[src/hdl/tte_pkg.sv]
// Shared types, constants and lookup functions of the timestamp parser.
package tte_pkg;

   localparam int unsigned QUEUE_DEPTH = 2;

   localparam logic [1:0] MODE_ISO_T     = 2'd0;
   localparam logic [1:0] MODE_ISO_SPACE = 2'd1;
   localparam logic [1:0] MODE_SYSLOG    = 2'd2;
   localparam logic [1:0] MODE_BAD       = 2'd3;

   localparam logic [1:0] CSR_FORMAT_MODE   = 2'd0;
   localparam logic [1:0] CSR_ASSUMED_YEAR  = 2'd1;
   localparam logic [1:0] CSR_ASSUMED_MONTH = 2'd2;

   typedef enum logic [3:0] {
      PH_DATE      = 4'd0,
      PH_SYS_PAD   = 4'd1,
      PH_SYS_FIRST = 4'd2,
      PH_SYS_DAY1  = 4'd3,
      PH_SYS_DAY2  = 4'd4,
      PH_TIME0     = 4'd5,
      PH_TIME1     = 4'd6,
      PH_TIME2     = 4'd7,
      PH_TIME3     = 4'd8,
      PH_TIME4     = 4'd9,
      PH_TIME5     = 4'd10,
      PH_TIME6     = 4'd11,
      PH_TIME7     = 4'd12,
      PH_AFTER_SEC = 4'd13,
      PH_FRACTION  = 4'd14,
      PH_AFTER_Z   = 4'd15
   } phase_type;

   typedef enum logic [1:0] {
      BK_IDLE = 2'd0,
      BK_RUN  = 2'd1,
      BK_DONE = 2'd2
   } back_state_type;

   // One parsed timestamp handed from the byte parser to the converter.
   typedef struct packed {
      logic        ok;
      logic [13:0] year;
      logic [3:0]  month;
      logic [6:0]  day;
      logic [16:0] hms;
      logic [19:0] frac;
      logic [2:0]  fdig;
   } rec_type;

   function automatic logic [3:0] month_of(input logic [7:0] c0, input logic [7:0] c1,
                                           input logic [7:0] c2);
      logic [23:0] s;
      s = {c0, c1, c2};
      case (s)
         "Jan":   month_of = 4'd1;
         "Feb":   month_of = 4'd2;
         "Mar":   month_of = 4'd3;
         "Apr":   month_of = 4'd4;
         "May":   month_of = 4'd5;
         "Jun":   month_of = 4'd6;
         "Jul":   month_of = 4'd7;
         "Aug":   month_of = 4'd8;
         "Sep":   month_of = 4'd9;
         "Oct":   month_of = 4'd10;
         "Nov":   month_of = 4'd11;
         "Dec":   month_of = 4'd12;
         default: month_of = 4'd0;
      endcase
   endfunction

   function automatic logic [4:0] month_days(input logic [3:0] m);
      case (m)
         4'd2:    month_days = 5'd28;
         4'd4:    month_days = 5'd30;
         4'd6:    month_days = 5'd30;
         4'd9:    month_days = 5'd30;
         4'd11:   month_days = 5'd30;
         default: month_days = 5'd31;
      endcase
   endfunction

   // Day of a March-based year on which month m starts.
   function automatic logic [8:0] doy_base(input logic [3:0] m);
      case (m)
         4'd3:    doy_base = 9'd0;
         4'd4:    doy_base = 9'd31;
         4'd5:    doy_base = 9'd61;
         4'd6:    doy_base = 9'd92;
         4'd7:    doy_base = 9'd122;
         4'd8:    doy_base = 9'd153;
         4'd9:    doy_base = 9'd184;
         4'd10:   doy_base = 9'd214;
         4'd11:   doy_base = 9'd245;
         4'd12:   doy_base = 9'd275;
         4'd1:    doy_base = 9'd306;
         4'd2:    doy_base = 9'd337;
         default: doy_base = 9'd0;
      endcase
   endfunction

   function automatic logic [16:0] frac_scale(input logic [2:0] k);
      case (k)
         3'd1:    frac_scale = 17'd100000;
         3'd2:    frac_scale = 17'd10000;
         3'd3:    frac_scale = 17'd1000;
         3'd4:    frac_scale = 17'd100;
         3'd5:    frac_scale = 17'd10;
         default: frac_scale = 17'd1;
      endcase
   endfunction

endpackage

[src/hdl/tte_front.sv]
// Byte parser: checks the layout byte by byte and emits one record per text.
module tte_front (
   input  logic             clock,
   input  logic             reset,
   input  logic [1:0]       format_mode,
   input  logic [13:0]      assumed_year,
   input  logic [3:0]       assumed_month,
   input  logic             req_valid,
   output logic             req_stall,
   input  logic [7:0]       req_text_byte,
   input  logic             req_end_of_text,
   output logic             push,
   output tte_pkg::rec_type push_rec,
   input  logic             queue_full
);
   import tte_pkg::*;

   phase_type   phase_ff, phase_in;
   logic [4:0]  pos_ff, pos_in;
   logic        err_ff, err_in;
   logic [13:0] year_ff, year_in;
   logic [3:0]  mon_ff, mon_in;
   logic [6:0]  day_ff, day_in;
   logic [16:0] hms_ff, hms_in;
   logic [19:0] frac_ff, frac_in;
   logic [2:0]  fdig_ff, fdig_in;
   logic [15:0] let_ff, let_in;
   logic [3:0]  pair_ff, pair_in;

   logic        accept, dig;
   logic [3:0]  d;
   logic [7:0]  b;
   logic [3:0]  mfound;
   logic [6:0]  mval, pval;
   logic [2:0]  tt;
   logic        dec, ok;
   logic [14:0] yv;

   assign req_stall = queue_full;
   assign accept    = req_valid && !queue_full;
   assign b         = req_text_byte;
   assign dig       = (b >= "0") && (b <= "9");
   assign d         = dig ? b[3:0] : 4'd0;
   assign mfound    = month_of(let_ff[15:8], let_ff[7:0], b);
   assign mval      = 7'({3'd0, mon_ff} * 7'd10) + {3'd0, d};
   assign pval      = 7'({3'd0, pair_ff} * 7'd10) + {3'd0, d};
   assign tt        = 3'(4'(phase_ff) - 4'(PH_TIME0));

   always_comb begin
      phase_in = phase_ff;
      err_in   = err_ff;
      year_in  = year_ff;
      mon_in   = mon_ff;
      day_in   = day_ff;
      hms_in   = hms_ff;
      frac_in  = frac_ff;
      fdig_in  = fdig_ff;
      let_in   = let_ff;
      pair_in  = pair_ff;
      pos_in   = (pos_ff == 5'd31) ? pos_ff : pos_ff + 5'd1;
      if (!err_ff) begin
         case (phase_ff)
            PH_DATE: begin
               if (format_mode == MODE_SYSLOG) begin
                  if (pos_ff == 5'd0) let_in = {b, 8'h00};
                  else if (pos_ff == 5'd1) let_in = {let_ff[15:8], b};
                  else if (pos_ff == 5'd2) begin
                     if (mfound == 4'd0) err_in = 1'b1;
                     else mon_in = mfound;
                  end else if (pos_ff == 5'd3 && b == " ") phase_in = PH_SYS_PAD;
                  else err_in = 1'b1;
               end else if (format_mode == MODE_BAD) begin
                  err_in = 1'b1;
               end else if (pos_ff <= 5'd3 && dig) begin
                  year_in = 14'(year_ff * 14'd10) + {10'd0, d};
               end else if ((pos_ff == 5'd4 || pos_ff == 5'd7) && b == "-") begin
                  err_in = 1'b0;
               end else if (pos_ff == 5'd5 && dig) begin
                  mon_in = d;
               end else if (pos_ff == 5'd6 && dig) begin
                  if (mval < 7'd1 || mval > 7'd12) err_in = 1'b1;
                  else mon_in = mval[3:0];
               end else if (pos_ff == 5'd8 && dig) begin
                  day_in = {3'd0, d};
               end else if (pos_ff == 5'd9 && dig) begin
                  day_in = 7'(day_ff * 7'd10) + {3'd0, d};
               end else if (pos_ff == 5'd10 &&
                            b == ((format_mode == MODE_ISO_T) ? "T" : " ")) begin
                  phase_in = PH_TIME0;
               end else begin
                  err_in = 1'b1;
               end
            end
            PH_SYS_PAD: begin
               if (b == " ") phase_in = PH_SYS_FIRST;
               else if (dig) begin
                  day_in   = {3'd0, d};
                  phase_in = PH_SYS_DAY1;
               end else err_in = 1'b1;
            end
            PH_SYS_FIRST: begin
               if (dig) begin
                  day_in   = {3'd0, d};
                  phase_in = PH_SYS_DAY1;
               end else err_in = 1'b1;
            end
            PH_SYS_DAY1: begin
               if (dig) begin
                  day_in   = 7'(day_ff * 7'd10) + {3'd0, d};
                  phase_in = PH_SYS_DAY2;
               end else if (b == " ") phase_in = PH_TIME0;
               else err_in = 1'b1;
            end
            PH_SYS_DAY2: begin
               if (b == " ") phase_in = PH_TIME0;
               else err_in = 1'b1;
            end
            PH_AFTER_SEC: begin
               if (format_mode < MODE_SYSLOG && (b == "." || b == ",")) begin
                  phase_in = PH_FRACTION;
                  fdig_in  = 3'd0;
                  frac_in  = 20'd0;
               end else if (format_mode < MODE_SYSLOG && b == "Z") phase_in = PH_AFTER_Z;
               else err_in = 1'b1;
            end
            PH_FRACTION: begin
               if (dig && fdig_ff < 3'd6) begin
                  frac_in = 20'(frac_ff * 20'd10) + {16'd0, d};
                  fdig_in = fdig_ff + 3'd1;
               end else if (b == "Z" && fdig_ff >= 3'd1) phase_in = PH_AFTER_Z;
               else err_in = 1'b1;
            end
            PH_AFTER_Z: err_in = 1'b1;
            default: begin
               // the eight bytes of HH:MM:SS
               if (tt == 3'd2 || tt == 3'd5) begin
                  if (b != ":") err_in = 1'b1;
               end else if (!dig) begin
                  err_in = 1'b1;
               end else if (tt == 3'd0 || tt == 3'd3 || tt == 3'd6) begin
                  pair_in = d;
               end else if (tt == 3'd1) begin
                  if (pval > 7'd23) err_in = 1'b1;
                  else hms_in = hms_ff + 17'(pval * 17'd3600);
               end else if (tt == 3'd4) begin
                  if (pval > 7'd59) err_in = 1'b1;
                  else hms_in = hms_ff + 17'(pval * 17'd60);
               end else begin
                  if (pval > 7'd60) err_in = 1'b1;
                  else hms_in = hms_ff + {10'd0, pval};
               end
               if (!err_in) begin
                  phase_in = (tt == 3'd7) ? PH_AFTER_SEC : phase_type'(4'(phase_ff) + 4'd1);
               end
            end
         endcase
      end
   end

   // End-of-text checks on the updated state.
   always_comb begin
      dec = mon_in > assumed_month;
      ok  = !err_in && format_mode != MODE_BAD;
      if (format_mode < MODE_SYSLOG) begin
         yv = {1'b0, year_in};
         if (!(phase_in == PH_AFTER_SEC || phase_in == PH_AFTER_Z ||
               (phase_in == PH_FRACTION && fdig_in >= 3'd1))) ok = 1'b0;
      end else begin
         yv = {1'b0, assumed_year} - {14'd0, dec};
         if (phase_in != PH_AFTER_SEC || pos_in < 5'd15) ok = 1'b0;
      end
      if (yv[14] || yv > 15'd9999 || mon_in < 4'd1 || mon_in > 4'd12 || day_in < 7'd1) begin
         ok = 1'b0;
      end
      push_rec.ok    = ok;
      push_rec.year  = yv[13:0];
      push_rec.month = mon_in;
      push_rec.day   = day_in;
      push_rec.hms   = hms_in;
      push_rec.frac  = (phase_in == PH_FRACTION || phase_in == PH_AFTER_Z) ? frac_in : 20'd0;
      push_rec.fdig  = fdig_in;
   end

   assign push = accept && req_end_of_text;

   always_ff @(posedge clock) begin
      if (reset || (accept && req_end_of_text)) begin
         phase_ff <= PH_DATE;
         pos_ff   <= 5'd0;
         err_ff   <= 1'b0;
         year_ff  <= 14'd0;
         mon_ff   <= 4'd0;
         day_ff   <= 7'd0;
         hms_ff   <= 17'd0;
         frac_ff  <= 20'd0;
         fdig_ff  <= 3'd0;
         let_ff   <= 16'd0;
         pair_ff  <= 4'd0;
      end else if (accept) begin
         phase_ff <= phase_in;
         pos_ff   <= pos_in;
         err_ff   <= err_in;
         year_ff  <= year_in;
         mon_ff   <= mon_in;
         day_ff   <= day_in;
         hms_ff   <= hms_in;
         frac_ff  <= frac_in;
         fdig_ff  <= fdig_in;
         let_ff   <= let_in;
         pair_ff  <= pair_in;
      end
   end

endmodule

[src/hdl/tte_queue.sv]
// Short record queue between the byte parser and the epoch converter.
module tte_queue (
   input  logic             clock,
   input  logic             reset,
   input  logic             push,
   input  tte_pkg::rec_type push_rec,
   output logic             full,
   input  logic             pop,
   output logic             not_empty,
   output tte_pkg::rec_type pop_rec
);
   import tte_pkg::*;

   localparam int unsigned PW = (QUEUE_DEPTH > 1) ? $clog2(QUEUE_DEPTH) : 1;

   rec_type          mem_ff [QUEUE_DEPTH];
   logic [PW-1:0]    wp_ff, wp_in, rp_ff, rp_in;
   logic [PW:0]      cnt_ff, cnt_in;

   assign full      = cnt_ff == (PW+1)'(QUEUE_DEPTH);
   assign not_empty = cnt_ff != '0;
   assign pop_rec   = mem_ff[rp_ff];

   always_comb begin
      wp_in  = wp_ff;
      rp_in  = rp_ff;
      cnt_in = cnt_ff;
      if (push) begin
         wp_in = (wp_ff == PW'(QUEUE_DEPTH - 1)) ? '0 : wp_ff + 1'b1;
      end
      if (pop) begin
         rp_in = (rp_ff == PW'(QUEUE_DEPTH - 1)) ? '0 : rp_ff + 1'b1;
      end
      if (push && !pop) cnt_in = cnt_ff + 1'b1;
      else if (pop && !push) cnt_in = cnt_ff - 1'b1;
   end

   always_ff @(posedge clock) begin
      if (reset) begin
         wp_ff  <= '0;
         rp_ff  <= '0;
         cnt_ff <= '0;
      end else begin
         wp_ff  <= wp_in;
         rp_ff  <= rp_in;
         cnt_ff <= cnt_in;
      end
   end

   always_ff @(posedge clock) begin
      if (push) mem_ff[wp_ff] <= push_rec;
   end

endmodule

[src/hdl/tte_back.sv]
// Epoch converter: turns one parsed record into microseconds over ten steps.
module tte_back (
   input  logic                clock,
   input  logic                reset,
   input  logic                not_empty,
   input  tte_pkg::rec_type    pop_rec,
   output logic                pop,
   output logic                rsp_valid,
   input  logic                rsp_stall,
   output logic                rsp_parse_ok,
   output logic signed [58:0]  rsp_epoch_micros
);
   import tte_pkg::*;

   localparam logic [3:0] LAST_STEP = 4'd9;

   back_state_type     state_ff, state_in;
   logic [3:0]         step_ff;
   rec_type            rec_ff;
   logic [13:0]        yp_ff;
   logic               neg_ff, leap_ff, date_ok_ff;
   logic [26:0]        prod_ff;
   logic signed [5:0]  era_ff;
   logic [8:0]         yoe_ff;
   logic [17:0]        doe_ff;
   logic signed [22:0] days_ff;
   logic signed [39:0] sec_ff;
   logic signed [40:0] hi_ff;
   logic [39:0]        lo_ff;
   logic [19:0]        fs_ff;
   logic               ok_ff;
   logic signed [58:0] micros_ff;

   logic [7:0]         q100;
   logic [13:0]        r100;
   logic [13:0]        yoe_full;
   logic [14:0]        yoe_q;

   assign pop              = (state_ff == BK_IDLE) && not_empty;
   assign rsp_valid        = state_ff == BK_DONE;
   assign rsp_parse_ok     = ok_ff;
   assign rsp_epoch_micros = micros_ff;

   assign q100     = prod_ff[26:19];
   assign r100     = rec_ff.year - 14'(q100 * 14'd100);
   assign yoe_full = yp_ff - 14'({8'd0, q100[7:2]} * 14'd400);
   assign yoe_q    = 15'(yoe_ff * 15'd41);

   always_comb begin
      state_in = state_ff;
      case (state_ff)
         BK_IDLE: if (not_empty) state_in = BK_RUN;
         BK_RUN:  if (step_ff == LAST_STEP) state_in = BK_DONE;
         BK_DONE: if (!rsp_stall) state_in = BK_IDLE;
         default: state_in = BK_IDLE;
      endcase
   end

   always_ff @(posedge clock) begin
      if (reset) begin
         state_ff <= BK_IDLE;
         step_ff  <= 4'd0;
      end else begin
         state_ff <= state_in;
         if (state_ff == BK_RUN) step_ff <= (step_ff == LAST_STEP) ? 4'd0 : step_ff + 4'd1;
      end
   end

   always_ff @(posedge clock) begin
      if (pop) rec_ff <= pop_rec;
      if (state_ff == BK_RUN) begin
         case (step_ff)
            4'd0: begin
               // shift to a March-based year; year zero in Jan/Feb falls into era -1
               yp_ff   <= rec_ff.year - {13'd0, rec_ff.month <= 4'd2};
               neg_ff  <= (rec_ff.year == 14'd0) && (rec_ff.month <= 4'd2);
               prod_ff <= rec_ff.year * 13'd5243;
            end
            4'd1: begin
               leap_ff <= (rec_ff.year[1:0] == 2'd0) && (r100 != 14'd0 || q100[1:0] == 2'd0);
               prod_ff <= yp_ff * 13'd5243;
            end
            4'd2: begin
               era_ff     <= neg_ff ? -6'sd1 : $signed({1'b0, q100[6:2]});
               yoe_ff     <= neg_ff ? 9'd399 : yoe_full[8:0];
               date_ok_ff <= {2'd0, rec_ff.day} <= ({2'd0, month_days(rec_ff.month)} +
                                                    {6'd0, rec_ff.month == 4'd2 && leap_ff});
            end
            4'd3: begin
               doe_ff <= 18'(yoe_ff * 18'd365) + {11'd0, yoe_ff[8:2]} - {15'd0, yoe_q[14:12]}
                         + {9'd0, doy_base(rec_ff.month)} + {11'd0, rec_ff.day} - 18'd1;
            end
            4'd4: begin
               days_ff <= 23'({{17{era_ff[5]}}, era_ff} * 23'sd146097)
                          + $signed({5'd0, doe_ff}) - 23'sd719468;
            end
            4'd5: begin
               sec_ff <= 40'({{17{days_ff[22]}}, days_ff} * 40'sd86400)
                         + $signed({23'd0, rec_ff.hms});
            end
            4'd6: hi_ff <= $signed({{21{sec_ff[39]}}, sec_ff[39:20]}) * 41'sd1000000;
            4'd7: lo_ff <= {20'd0, sec_ff[19:0]} * 40'd1000000;
            4'd8: fs_ff <= 20'(rec_ff.frac * {3'd0, frac_scale(rec_ff.fdig)});
            4'd9: begin
               ok_ff     <= rec_ff.ok && date_ok_ff;
               micros_ff <= (rec_ff.ok && date_ok_ff) ?
                            $signed({hi_ff[38:0], 20'd0} + 59'(lo_ff) + 59'(fs_ff)) : 59'sd0;
            end
            default: ok_ff <= 1'b0;
         endcase
      end
   end

endmodule

[src/hdl/timestamp_text_to_epoch.sv]
// Top level of the timestamp text to epoch microseconds parser.
//
// Input channel (req_): one text byte per word, req_end_of_text marks the last
// byte of a timestamp. Bytes are taken one per cycle; req_stall rises only when
// the record queue between parser and converter is full.
// Result channel (rsp_): one word per timestamp, parse_ok and the signed
// microseconds since 1970-01-01 UTC (zero on a failed parse).
// A finished record passes through the queue into the converter, whose date
// arithmetic runs as ten steps; the converter works on one timestamp at a time
// and holds its result while rsp_stall is high before taking the next record.
// A stalled result holds on rsp_ until taken; the parser keeps taking bytes
// while the queue (two records) has room.
// Reset (synchronous, active high) returns the parser to the start of text,
// empties the queue, drops any pending result and sets the registers to ISO
// with T, year 1970, month 1. Write csr_ only while the block is idle.
module timestamp_text_to_epoch (
   input  logic               clock,
   input  logic               reset,
   input  logic               csr_we,
   input  logic [1:0]         csr_index,
   input  logic [13:0]        csr_wdata,
   input  logic               req_valid,
   output logic               req_stall,
   input  logic [7:0]         req_text_byte,
   input  logic               req_end_of_text,
   output logic               rsp_valid,
   input  logic               rsp_stall,
   output logic               rsp_parse_ok,
   output logic signed [58:0] rsp_epoch_micros
);
   import tte_pkg::*;

   logic [1:0]  mode_ff;
   logic [13:0] year_ff;
   logic [3:0]  month_ff;

   logic    push, full, pop, not_empty;
   rec_type push_rec, pop_rec;

   // configuration registers; writes to unused indexes drop
   always_ff @(posedge clock) begin
      if (reset) begin
         mode_ff  <= MODE_ISO_T;
         year_ff  <= 14'd1970;
         month_ff <= 4'd1;
      end else if (csr_we) begin
         case (csr_index)
            CSR_FORMAT_MODE:   mode_ff  <= csr_wdata[1:0];
            CSR_ASSUMED_YEAR:  year_ff  <= csr_wdata;
            CSR_ASSUMED_MONTH: month_ff <= csr_wdata[3:0];
            default:           mode_ff  <= mode_ff;
         endcase
      end
   end

   // front: byte parser, one byte per cycle while the queue is not full
   tte_front u_front (
      .clock           (clock),
      .reset           (reset),
      .format_mode     (mode_ff),
      .assumed_year    (year_ff),
      .assumed_month   (month_ff),
      .req_valid       (req_valid),
      .req_stall       (req_stall),
      .req_text_byte   (req_text_byte),
      .req_end_of_text (req_end_of_text),
      .push            (push),
      .push_rec        (push_rec),
      .queue_full      (full)
   );

   // hold finished records until the converter is free
   tte_queue u_queue (
      .clock     (clock),
      .reset     (reset),
      .push      (push),
      .push_rec  (push_rec),
      .full      (full),
      .pop       (pop),
      .not_empty (not_empty),
      .pop_rec   (pop_rec)
   );

   // back: calendar and microsecond arithmetic
   tte_back u_back (
      .clock            (clock),
      .reset            (reset),
      .not_empty        (not_empty),
      .pop_rec          (pop_rec),
      .pop              (pop),
      .rsp_valid        (rsp_valid),
      .rsp_stall        (rsp_stall),
      .rsp_parse_ok     (rsp_parse_ok),
      .rsp_epoch_micros (rsp_epoch_micros)
   );

endmodule

[config.mk]
export PLATFORM = sky130hd
export DESIGN_NAME = timestamp_text_to_epoch
export DESIGN_NICKNAME = d
export VERILOG_FILES = /design/src/hdl/tte_pkg.sv /design/src/hdl/tte_front.sv /design/src/hdl/tte_queue.sv /design/src/hdl/tte_back.sv /design/src/hdl/timestamp_text_to_epoch.sv
export SDC_FILE = /design/constraint.sdc
export NUM_CORES = 2
export LEC_CHECK = 0
export ABC_AREA = 1
export BUFFER_PORTS_ARGS = -buffer_cell sky130_fd_sc_hd__buf_2
export CORE_MARGIN = 1
export CORE_UTILIZATION = 50
export CTS_CLUSTER_SIZE = 12
export DETAILED_ROUTE_END_ITERATION = 8
export HOLD_SLACK_MARGIN = 0.12
export PLACE_DENSITY = 0.78
export REMOVE_ABC_BUFFERS = 1
export SLEW_MARGIN = 20
export SYNTH_ARGS = -nofsm -noshare
export SYNTH_HDL_FRONTEND = slang
export SYNTH_SLANG_ARGS = --single-unit
[constraint.sdc]
create_clock -name clock -period 13.9 [get_ports clock]
set_input_delay 2.78 -clock clock [delete_from_list [all_inputs] [get_ports clock]]
set_output_delay 2.78 -clock clock [all_outputs]
set_load 0.02 [all_outputs]
==> flow_summary.ini <==
[yosys]
syn_inst = 6997
yosysSeqAreaShare_pct = 25.6
synthDistinctLibCells = 77
syn-cell-area_mm2 = 0.0645
yosysWarnings = 0
avgSynthCellArea_um2 = 9.22
synth_seq_cells = 591
async_reset_ff_share_pct = 0
ys.flop_type = edfxtp_1
synth_edf_count = 466

[timing]
post-route-period-util_pct = 65.0
drv_slew = 0
rsz0062_at_grt = false
relSlewSlack_pct = 28.3
period_minus_slack_ps = 9030
hold_violations = 0
setup_viol_count_final = 0
fin_ws_ps = 4870
tightest_slew_ps = 1070
tns_ps = 0
skew_ps = 41.1
fmax_mhz = 111

[clocking]
cts_setup_buffers = 0
cts.sinks = 591
numCtsBuffers = 71
ctsHoldBuffers = 0
root_buffer = clkbuf_16
cts_tree = yes
h-tree-depth = 3
cts_buffer_depth = 3
cts_resized = 0
clkSlewWorstSetupHoldPaths_ps = 60
clock_latency_ps = 700

[route]
drc_errors = 0
wl_per_cell_um = 16.1
ant_nets = 0
viasPerCell = 5.33
via_count = 46997
first_pass_iters = 8
routed_wl_mm = 142
first_iter_violations = 2984

[worst_setup_path]
cp.arrival_ps = 9640
required_ps = 14510
endpoint_kind = flop
cpMostUsedCell = nand2_1
startpoint_type = primary input
crit_family = adder cells
crit_buf_inv = 3
slowest_stage = fa_1
max_stage_delay_ps = 610
crit_fanout = 14
worst-setup-path-type = primary input to flop

[grt]
antenna_found_initial = 0
grt_usage_pct = 22.2
grt_pass1_wl_mm = 238
grt-ovfl-total = 0
grt_pass1_vias = 48865
grt_max_degree = 70

[floorplan]
pin_count = 92
start_util_pct = 50.5
row_count = 131
core_area_mm2 = 0.128
dieArea_mm2 = 0.130
die_h_um = 361
die_w_um = 361

[placement]
dpl_cell_area_mm2 = 0.0669
place_congestion = 0.944
pre_cts_ws_ps = 4200
io_buffers = 91
hpwl_mm = 115

[final_layout]
num-fill-cells = 10957
mostFrequentLayoutCells = 1518 x inv_1, 1038 x ha_1, 851 x nand2_1
nNetsFinal = 8762
final_core_utilization_pct = 54.3
diodes = 0
area_growth_pct = 7.68
final_area_mm2 = 0.0695
drive_gt1_share_pct = 5.76
layout_commonest_cell = inv_1

[min_path]
worstHoldPathType = flop to flop

[run_status]
status = finished, final reports clean

[flow_run]
cap_violations = 0
-- worst register-to-register path, delay by kind of cell (launching register included) --
kind	cells	cell delay (ps)
adders and majority gates	7	3100
buffers and inverters	6	810
and+or+nand+nor	5	990
xor gates and xnor gates	1	240
AOI/OAI and AO/OA	9	1550
DFF	1	530
-- cell families after synthesis --
group	count (synthesis)	synth area share [%]
and+or+nand+nor	1671	11.2
adders and majority gates	1631	38.5
buffers and inverters	1622	9.52
AOI/OAI and AO/OA	1075	9.39
DFF	591	25.6
xor gates and xnor gates	336	4.57
muxes	71	1.23
-- flip-flops by register name (all words and copies together), names as in the netlist, 8 cells and up --
| signal | count |
|---|---|
| u_back.sec_ff | 40 |
| year_ff | 14 |
| u_back.yp_ff | 14 |
| u_front.year_ff | 14 |
| u_back.yoe_ff | 9 |
| u_front.frac_ff | 20 |
| u_back.days_ff | 23 |
| u_back.hi_ff | 33 |
| u_back.rsp_epoch_micros | 59 |
| u_back.doe_ff | 18 |
| u_back.lo_ff | 34 |
| u_front.hms_ff | 17 |
| u_front.let_ff | 16 |
| u_back.prod_ff | 8 |
| u_back.fs_ff | 20 |
| u_back.rec_ff | 66 |
| u_queue.mem_ff | 132 |
-- cells in the mapped netlist, drive strengths merged, types with 10 or more instances --
cell type,count,area (um2)
a211oi,22,165
buf,25,139
o21bai,30,229
mux2,66,743
nand2,869,3340
a21boi,13,101
a21oi,488,2460
nor3,59,317
o211ai,38,290
nor4,25,184
o21a,27,203
o221ai,10,87.6
nor2,422,1670
xnor2,114,998
nand3,198,1070
edfxtp,466,14000
ha,1038,13000
nand4,61,388
inv,1530,5750
or2,21,131
a21o,22,165
fa,593,11900
o21ai,344,1740
dfxtp,125,2500
a31oi,25,156
clkbuf,62,233
xor2,222,1950
-- routing by layer --
metal  global-route usage [%]  part of all wire, %
met4                     7.83                  3.1
met3                     3.08                  5.3
met5                        0                    0
met1                     27.9                   43
met2                     38.9                   49
-- area by class of cell --
| class | instances | area (um2) | area share (%) |
|---|---|---|---|
| Tap cell | 1662 | 2080 | 2.99 |
| Clock buffer | 95 | 1930 | 2.78 |
| Sequential cell | 591 | 16500 | 23.8 |
| Timing Repair Buffer | 118 | 691 | 0.994 |
| Inverter | 1535 | 5770 | 8.30 |
| Multi-Input combinational cell | 4784 | 41900 | 60.4 |
| Clock inverter | 35 | 552 | 0.794 |
-- final timing paths --
| kind | slack [ps] | from | cells after the start | to |
|---|---|---|---|---|
| hold reg to reg | 420 | u_back.rec_ff[27]$_DFFE_PP_ | 0 | u_back.sec_ff[4]$_DFFE_PP_ |
| setup reg to reg | 6510 | u_back.rec_ff[1]$_DFFE_PP_ | 28 | u_back.fs_ff[18]$_DFFE_PP_ |
| setup / recovery | 4870 | req_text_byte[6] | 34 | u_front.hms_ff[13]$_SDFFE_PP0P_ |
| hold / removal | 420 | u_back.rec_ff[27]$_DFFE_PP_ | 0 | u_back.sec_ff[4]$_DFFE_PP_ |
-- through the flow --
step | hold WS [ps] | std cells
final | 417 | 8820
after global routing | 424 | 8820
after CTS | 419 | 8818
after detailed placement | 405 | 8688
after global placement | 402 | 8688
after floorplan | 400 | 6910
Power is left out: the tool's default activity adds up to more than one toggle a clock period on the data nets, which glitch-free logic cannot reach.
